===== config.mk =====
export PLATFORM = sky130hd
export DESIGN_NAME = two_table_lru_flow_tracker_unit
export DESIGN_NICKNAME = d
export VERILOG_FILES = /design/src/hw/rtl/flt_pkg.sv /design/src/hw/rtl/flt_cell.sv /design/src/hw/rtl/flt_chain.sv /design/src/hw/rtl/two_table_lru_flow_tracker_unit.sv
export SDC_FILE = /design/constraint.sdc
export NUM_CORES = 2
export LEC_CHECK = 0
export ABC_AREA = 0
export BUFFER_PORTS_ARGS = -buffer_cell sky130_fd_sc_hd__buf_4
export CAP_MARGIN = 20
export CORE_ASPECT_RATIO = 1.1
export CORE_MARGIN = 3
export CORE_UTILIZATION = 49
export DETAILED_ROUTE_END_ITERATION = 10
export SYNTH_ARGS = -nofsm -noshare
export SYNTH_HDL_FRONTEND = slang
export SYNTH_SLANG_ARGS = --single-unit

===== constraint.sdc =====
create_clock -name clk -period 7.9 [get_ports clk]
set_clock_uncertainty 0.15 [all_clocks]
set_input_delay 1.58 -clock clk [delete_from_list [all_inputs] [get_ports clk]]
set_output_delay 1.58 -clock clk [all_outputs]
set_load 0.05 [all_outputs]

===== src/hw/rtl/flt_pkg.sv =====
package flt_pkg;

	localparam int KEY_W = 48;
	localparam int TABLE_DEPTH_DEF = 16;

	typedef logic [KEY_W-1:0] key_t;

	localparam logic [1:0] CMD_CLASSIFY = 2'd0;
	localparam logic [1:0] CMD_INSERT = 2'd1;
	localparam logic [1:0] CMD_LOOKUP = 2'd2;

	typedef struct packed {
		logic [1:0] cmd;
		logic which_table;
		logic [31:0] source_ip;
		logic [15:0] source_port;
		logic is_syn;
	} req_t;

	typedef struct packed {
		logic hit;
		logic from_second;
		logic unknown_flow;
	} rsp_t;

	// Control from the sequencer to one table
	typedef struct packed {
		logic start;
		logic apply;
		logic ins;
	} chain_ctl_t;

	// Search status of one table
	typedef struct packed {
		logic done;
		logic hit;
	} chain_sts_t;

	typedef enum logic {
		ST_IDLE,
		ST_SEARCH
	} state_t;

endpackage


===== src/hw/rtl/flt_cell.sv =====
module flt_cell (
	input logic clk,
	input logic arst_n,
	input flt_pkg::key_t key,
	input flt_pkg::key_t prev_key,
	input logic tok_in,
	input logic start,
	input logic promote,
	input logic fill,
	output flt_pkg::key_t entry,
	output logic pass_out,
	output logic hit_stop,
	output logic empty_stop
);
	import flt_pkg::*;

	key_t entry_q;
	logic tok_q;
	logic vis_q;
	logic eq;
	logic emp;

	assign eq = (entry_q == key);
	assign emp = (entry_q == '0);
	assign hit_stop = tok_q & eq;
	assign empty_stop = tok_q & emp & ~eq;
	assign pass_out = tok_q & ~eq & ~emp;
	assign entry = entry_q;

	always_ff @(posedge clk or negedge arst_n) begin
		if (!arst_n) begin
			entry_q <= '0;
			tok_q <= 1'b0;
			vis_q <= 1'b0;
		end else begin
			if (start) begin
				tok_q <= tok_in;
				vis_q <= tok_in;
			end else begin
				// hold the token where the search stopped
				tok_q <= tok_in | hit_stop | empty_stop;
				vis_q <= vis_q | tok_in;
			end
			if (promote && vis_q) begin
				entry_q <= prev_key;
			end else if (fill && empty_stop) begin
				entry_q <= key;
			end
		end
	end

endmodule


===== src/hw/rtl/flt_chain.sv =====
module flt_chain #(
	parameter int TABLE_DEPTH = flt_pkg::TABLE_DEPTH_DEF
) (
	input logic clk,
	input logic arst_n,
	input flt_pkg::key_t key,
	input flt_pkg::chain_ctl_t ctl,
	output flt_pkg::chain_sts_t sts
);
	import flt_pkg::*;

	key_t ent [TABLE_DEPTH];
	logic [TABLE_DEPTH-1:0] pass;
	logic [TABLE_DEPTH-1:0] hs;
	logic [TABLE_DEPTH-1:0] es;
	logic [TABLE_DEPTH-1:0] tin;
	logic off_q;
	logic found;
	logic emp_found;
	logic promote;
	logic fill;

	assign found = |hs;
	assign emp_found = |es;
	// an inserting miss on a full table drops the last entry and puts the key up front
	assign promote = ctl.apply & (found | (ctl.ins & off_q));
	assign fill = ctl.apply & ctl.ins & emp_found;

	assign sts.done = found | emp_found | off_q;
	assign sts.hit = found;

	genvar i;
	generate
		for (i = 0; i < TABLE_DEPTH; i++) begin : g_cell
			key_t prev;
			if (i == 0) begin : g_head
				assign tin[i] = ctl.start;
				assign prev = key;
			end else begin : g_body
				assign tin[i] = pass[i-1] & ~ctl.start;
				assign prev = ent[i-1];
			end
			flt_cell u_cell (
				.clk(clk),
				.arst_n(arst_n),
				.key(key),
				.prev_key(prev),
				.tok_in(tin[i]),
				.start(ctl.start),
				.promote(promote),
				.fill(fill),
				.entry(ent[i]),
				.pass_out(pass[i]),
				.hit_stop(hs[i]),
				.empty_stop(es[i])
			);
		end
	endgenerate

	always_ff @(posedge clk or negedge arst_n) begin
		if (!arst_n) begin
			off_q <= 1'b0;
		end else if (ctl.start) begin
			off_q <= 1'b0;
		end else if (pass[TABLE_DEPTH-1]) begin
			off_q <= 1'b1;
		end
	end

endmodule


===== src/hw/rtl/two_table_lru_flow_tracker_unit.sv =====
// Two-table LRU flow tracker.
// Request channel (req, req_valid, req_stall) carries one command beat: classify,
// insert into a table, or lookup-and-promote in a table. Response channel
// (rsp, rsp_valid, rsp_stall) returns exactly one beat per request, in order.
// Each table is a row of cells, entry 0 most recent. A search token enters cell 0
// and moves one cell per cycle until it meets the key or the first empty entry,
// or falls off the end; the update (promote, fill in place, or replace the last
// entry) then happens in all cells at once, each shifted cell taking its neighbor's entry.
// An all-zero key or an unused command loads the response register directly on
// accept; a search beat loads it once the token stops at the match or the first
// empty entry, or falls off the end of a full table that misses.
// A non-SYN classify searches both tables side by side and waits for the slower one.
// One request is searched at a time: no new beat is taken until the running
// search has finished, and the token ripple through the cells sets how long it runs.
// A finished response waits in the response register while rsp_stall is high.
// A search beat is still taken then and runs; its result holds in the sequencer
// until that register frees, and req_stall stays high meanwhile. An all-zero key
// or unused command waits on the request side until the register frees.
// Reset clears both tables to empty and drops any pending beat.
module two_table_lru_flow_tracker_unit #(
	parameter int TABLE_DEPTH = flt_pkg::TABLE_DEPTH_DEF
) (
	input logic clk,
	input logic arst_n,
	input flt_pkg::req_t req,
	input logic req_valid,
	output logic req_stall,
	output flt_pkg::rsp_t rsp,
	output logic rsp_valid,
	input logic rsp_stall
);
	import flt_pkg::*;

	state_t state_q;
	state_t state_d;
	key_t key_q;
	logic both_q;
	logic ins_q;
	logic tgt_q;
	rsp_t rsp_q;
	rsp_t rsp_d;
	logic rsp_valid_q;
	logic rsp_load;

	chain_ctl_t ctl_a;
	chain_ctl_t ctl_b;
	chain_sts_t sts_a;
	chain_sts_t sts_b;

	logic accept;
	logic out_free;
	key_t req_key;
	logic key_zero;
	logic is_cls;
	logic is_ins;
	logic is_lkp;
	logic searches;
	logic d_both;
	logic d_ins;
	logic d_tgt;
	logic ready_go;

	assign out_free = ~rsp_valid_q | ~rsp_stall;
	// a search beat may start while the response register still waits
	assign req_stall = (state_q != ST_IDLE) | (~out_free & ~searches);
	assign accept = req_valid & ~req_stall;

	// decode the incoming beat
	assign req_key = {req.source_ip, req.source_port};
	assign key_zero = (req_key == '0);
	assign is_cls = (req.cmd == CMD_CLASSIFY);
	assign is_ins = (req.cmd == CMD_INSERT);
	assign is_lkp = (req.cmd == CMD_LOOKUP);
	assign searches = (is_cls | is_ins | is_lkp) & ~key_zero;
	assign d_both = is_cls & ~req.is_syn;
	assign d_ins = (is_cls & req.is_syn) | is_ins;
	assign d_tgt = is_cls ? 1'b0 : req.which_table;

	assign ready_go = both_q ? (sts_a.done & sts_b.done) : (tgt_q ? sts_b.done : sts_a.done);

	flt_chain #(.TABLE_DEPTH(TABLE_DEPTH)) u_first (
		.clk(clk),
		.arst_n(arst_n),
		.key(key_q),
		.ctl(ctl_a),
		.sts(sts_a)
	);

	flt_chain #(.TABLE_DEPTH(TABLE_DEPTH)) u_second (
		.clk(clk),
		.arst_n(arst_n),
		.key(key_q),
		.ctl(ctl_b),
		.sts(sts_b)
	);

	always_ff @(posedge clk or negedge arst_n) begin
		if (!arst_n) begin
			state_q <= ST_IDLE;
		end else begin
			state_q <= state_d;
		end
	end

	// capture the command; the key register feeds both rows
	always_ff @(posedge clk) begin
		if (accept) begin
			key_q <= req_key;
			both_q <= d_both;
			ins_q <= d_ins;
			tgt_q <= d_tgt;
		end
		if (rsp_load) begin
			rsp_q <= rsp_d;
		end
	end

	always_ff @(posedge clk or negedge arst_n) begin
		if (!arst_n) begin
			rsp_valid_q <= 1'b0;
		end else if (rsp_load) begin
			rsp_valid_q <= 1'b1;
		end else if (!rsp_stall) begin
			rsp_valid_q <= 1'b0;
		end
	end

	always_comb begin
		state_d = state_q;
		ctl_a = '0;
		ctl_b = '0;
		rsp_load = 1'b0;
		rsp_d = '0;
		case (state_q)
			ST_IDLE: begin
				if (accept) begin
					if (searches) begin
						// launch a token into each table that this command reads
						ctl_a.start = d_both | ~d_tgt;
						ctl_b.start = d_both | d_tgt;
						state_d = ST_SEARCH;
					end else begin
						// zero key or unused command: answer at once, tables untouched
						rsp_load = 1'b1;
						rsp_d.unknown_flow = is_cls & ~req.is_syn;
					end
				end
			end
			ST_SEARCH: begin
				if (ready_go && out_free) begin
					rsp_load = 1'b1;
					state_d = ST_IDLE;
					if (both_q) begin
						if (sts_a.hit) begin
							ctl_a.apply = 1'b1;
							rsp_d.hit = 1'b1;
						end else if (sts_b.hit) begin
							ctl_b.apply = 1'b1;
							rsp_d.hit = 1'b1;
							rsp_d.from_second = 1'b1;
						end else begin
							// unknown flow: insert into the first table
							ctl_a.apply = 1'b1;
							ctl_a.ins = 1'b1;
							rsp_d.unknown_flow = 1'b1;
						end
					end else if (tgt_q) begin
						ctl_b.apply = 1'b1;
						ctl_b.ins = ins_q;
						rsp_d.hit = sts_b.hit;
					end else begin
						ctl_a.apply = 1'b1;
						ctl_a.ins = ins_q;
						rsp_d.hit = sts_a.hit;
					end
				end
			end
			default: begin
				state_d = ST_IDLE;
			end
		endcase
	end

	assign rsp = rsp_q;
	assign rsp_valid = rsp_valid_q;

	a_one_update: assert property (@(posedge clk) disable iff (!arst_n)
		!(ctl_a.apply && ctl_b.apply))
		else $error("both tables updated in one cycle");

	a_start_on_accept: assert property (@(posedge clk) disable iff (!arst_n)
		(ctl_a.start || ctl_b.start) |-> accept)
		else $error("search launched without an accepted beat");

	a_rsp_flags: assert property (@(posedge clk) disable iff (!arst_n)
		rsp_valid_q |-> !(rsp_q.unknown_flow && rsp_q.hit)
		&& !(rsp_q.from_second && !rsp_q.hit))
		else $error("inconsistent response flags");

	a_search_then_busy: assert property (@(posedge clk) disable iff (!arst_n)
		(accept && searches) |=> (state_q == ST_SEARCH))
		else $error("search did not begin after accept");

endmodule

==> impl_metrics.ini <==
[run_status]
status = complete, no violations

[sta]
slew_violations = 0
max_freq_mhz = 144.5
max_slew.worst_pin.slew_ns = 1.350
finalSetupViolations = 0
hold_ws_ns = 0.3400
fin_ws_ns = 0.9787
relSlewSlack_pct = 9.979
timing.final.crit_share_pct = 87.61
layout_min_cycle_time_ns = 6.921
rsz0062_at_grt = no
hold_viol = 0
setup-tns-final_ns = 0

[worst_setup_path]
critPathLaunchType = flop
r2r-end = u_second.g_cell[4].u_cell.entry[34]
ff2ff_path_depth = 12
criticalPathCategory = reg -> reg
rrSetupSlack_ns = 0.98
r2r_start = key_q[0]
required_ns = 8.51
critPathMaxFanout = 33
crit_end = u_second.g_cell[4].u_cell.entry[34]
endpoint_kind = flop
cp-startpoint = key_q[0]
arrival_ns = 7.53

[logic_synthesis]
ys_seq_elements = 1658
synth_nets = 10340
synthArstFlopShare_pct = 96.74
yosysSeqAreaShare_pct = 43.65
yosys.cell_types.count = 60
avgSynthCellArea_um2 = 9.305
synth_area_um2 = 95670
synth_top_area_share_pct = 41.96
synth_edf_count = 54
synth_ff_type = dfrtp_1
syn_inst = 10280
synth_area_leaders = dfrtp_1, xnor2_1, a21oi_1
synth_top_area_cell = dfrtp_1
synth_warnings = 0

[drt]
routedWlPerCell_um = 34.93
viasPerCell = 6.604
drc = 0
drtIter0Drc = 11970
num_vias = 84960
routed_wl_um = 449400
drt_pre_antenna_iters = 7
ant_nets = 0

[clock_network]
path_clk_slew_ns = 0.07
cts.path.max_buffers = 3
cts_resized = 0
clockRootBuffer = clkbuf_16
cts_tree = built
clk_latency_ns = 0.86
hold_buffers = 0
cts.sinks = 1658
numCtsBuffers = 185
post-cts-setup-buffer-count = 0
htree_num_levels = 4

[grt]
grt_first_pass_wirelength_um = 627700
overflow = 0
grt_antenna_before_repair = 18
grt_max_degree = 167
grt_pass1_vias = 81810
grt.total_usage_pct = 43.84

[final_layout]
finalNonFillerCells = 12870
syn2layout_area_growth_pct = 9.789
nets = 10200
layout-drive-gt1-share_pct = 8.622

[die]
start_util_pct = 49.45
fp.dieH_um = 469.4
core_area_um2 = 193500
die_w_um = 427.3
row_count = 169
ios = 61
dieArea_um2 = 200600

[job]
drv_cap = 0

[placement]
place_hpwl_um = 320500
place_congestion = 1.048
port_buffers = 60
place_inst = 12500
preCtsSetupSlack_ns = 1.381

[worst_hold_path]
hold_class = reg -> reg

[pwr]
pwr_density_cell_nw_per_um2 = 406.3
p_leak_nw = 45.13
ir_drop_uv = 217.0
## layout by cell type, fill, tap and decap left out, types with 20 or more instances in the layout
cell type / n
and2_0: 48
nor2_1: 787
nor2b_2: 28
buf_12: 65
edfxtp_1: 54
mux2i_1: 721
xor2_1: 64
nand2_1: 201
nor4_1: 532
nor3_1: 29
dfrtp_1: 1604
mux2_1: 20
clkbuf_8: 38
a21oi_1: 1875
a31oi_1: 198
clkbuf_16: 192
inv_1: 903
buf_4: 337
mux2_2: 76
clkbuf_1: 46
nand4_1: 649
clkinv_2: 32
nand3_1: 61
xnor2_1: 1472
## synth_stat cells, types with 4 or more instances
| cell type | number |
|---|---|
| nand4_1 | 649 |
| nand2_8 | 10 |
| inv_1 | 903 |
| mux2i_1 | 721 |
| and4_1 | 8 |
| clkbuf_1 | 288 |
| or4bb_1 | 4 |
| xor2_1 | 64 |
| a31oi_1 | 198 |
| o31a_1 | 5 |
| a21oi_1 | 1875 |
| nand3_1 | 61 |
| nor3_1 | 30 |
| buf_1 | 25 |
| nor2_1 | 802 |
| nor4_2 | 9 |
| xnor2_1 | 1472 |
| buf_4 | 124 |
| o21ai_0 | 17 |
| nor4_1 | 542 |
| o2111ai_1 | 8 |
| nand2b_1 | 4 |
| and3_1 | 14 |
| nand4b_1 | 4 |
| nor2b_1 | 56 |
| nand3b_1 | 9 |
| mux2_2 | 76 |
| dfrtp_1 | 1604 |
| and2_1 | 4 |
| edfxtp_1 | 54 |
| mux2_1 | 20 |
| a32oi_1 | 5 |
| buf_2 | 231 |
| and2_0 | 49 |
| buf_12 | 31 |
| and2b_1 | 6 |
| or4b_1 | 5 |
| buf_6 | 56 |
| nand2_1 | 206 |
## routing by layer
layer  vias to the layer above  share of wire (%)  GRT usage [%]  wire (µm)
li1                      35400                  -              -          -
met5                         -              0.020              0         88
met3                      1562                 11          11.55      47930
met1                     42160                 38          56.92     170500
met2                      5838                 41          61.60     186000
met4                         2                 10          34.63      44900
## power by group
part           switching (mW)  internal (mW)
clock                    3.77           5.11
combinational            9.75           6.39
sequential               5.88           11.8
total                    19.4           23.3
## flip-flops by register name (all words and copies together) (netlist names), 3 cells and up
name	cells
u_second.g_cell.u_cell.entry	768
u_first.g_cell.u_cell.vis_q	16
u_second.g_cell.u_cell.vis_q	16
u_second.g_cell.u_cell.tok_q	16
key_q	48
rsp	3
u_first.g_cell.u_cell.tok_q	16
u_first.g_cell.u_cell.entry	768
## metrics by stage
stage / area (µm²) / power (mW) / utilization (%)
3_3_place_gp: 98390 / 32.59 / 50.85
2_1_floorplan: 95670 / 25.10 / -
4_1_cts: 104700 / 41.74 / 54.13
5_1_grt: 105000 / 43.99 / 54.27
3_5_place_dp: 98640 / 32.85 / 50.98
6_report: 105000 / 42.67 / 54.29
## cells by family after synthesis
| logic type | share of synthesized area (%) |
|---|---|
| AO/OA/AOI/OAI | 11.53 |
| flip-flops | 43.65 |
| multiplexers | 8.674 |
| AND/OR/NAND/NOR | 13.83 |
| buffers and inverters | 8.260 |
| XOR/XNOR | 14.06 |
## how the worst min path moves through the flow
stage | from | end | slack, ns | depth (start not counted)
CTS | u_first.g_cell[0].u_cell.vis_q | u_first.g_cell[0].u_cell.vis_q | 0.34 | 1
global route | u_first.g_cell[0].u_cell.vis_q | u_first.g_cell[0].u_cell.vis_q | 0.36 | 1
floorplan | u_first.g_cell[0].u_cell.vis_q | u_first.g_cell[0].u_cell.vis_q | 0.29 | 1
finish | u_first.g_cell[0].u_cell.vis_q | u_first.g_cell[0].u_cell.vis_q | 0.34 | 1
detailed placement | u_first.g_cell[0].u_cell.vis_q | u_first.g_cell[0].u_cell.vis_q | 0.31 | 1
global placement | u_first.g_cell[0].u_cell.vis_q | u_first.g_cell[0].u_cell.vis_q | 0.32 | 1
## cell type report
type	count	area, µm²
antenna	13	32.53
clock buffer	276	5500
clock inverter	60	579.3
fill	17810	88440
inverter	903	3390
multi-input combinational	6965	46360
sequential	1658	41760
tap	2565	3209
timing repair buffer	426	4205
## critical path, cell delays in order (launching register included)
cell and delay, ns:
edfxtp_1 1.11, buf_4 0.48, xnor2_1 0.22, nand4_1 0.14, nor4_1 0.98, a21oi_1 0.51
a311o_1 0.51, nor4_4 0.60, a21oi_1 0.18, and3_2 0.39, nand2_2 0.82, buf_4 0.43
mux2i_1 0.26
No activity file was read; power rests on OpenSTA's default activity.
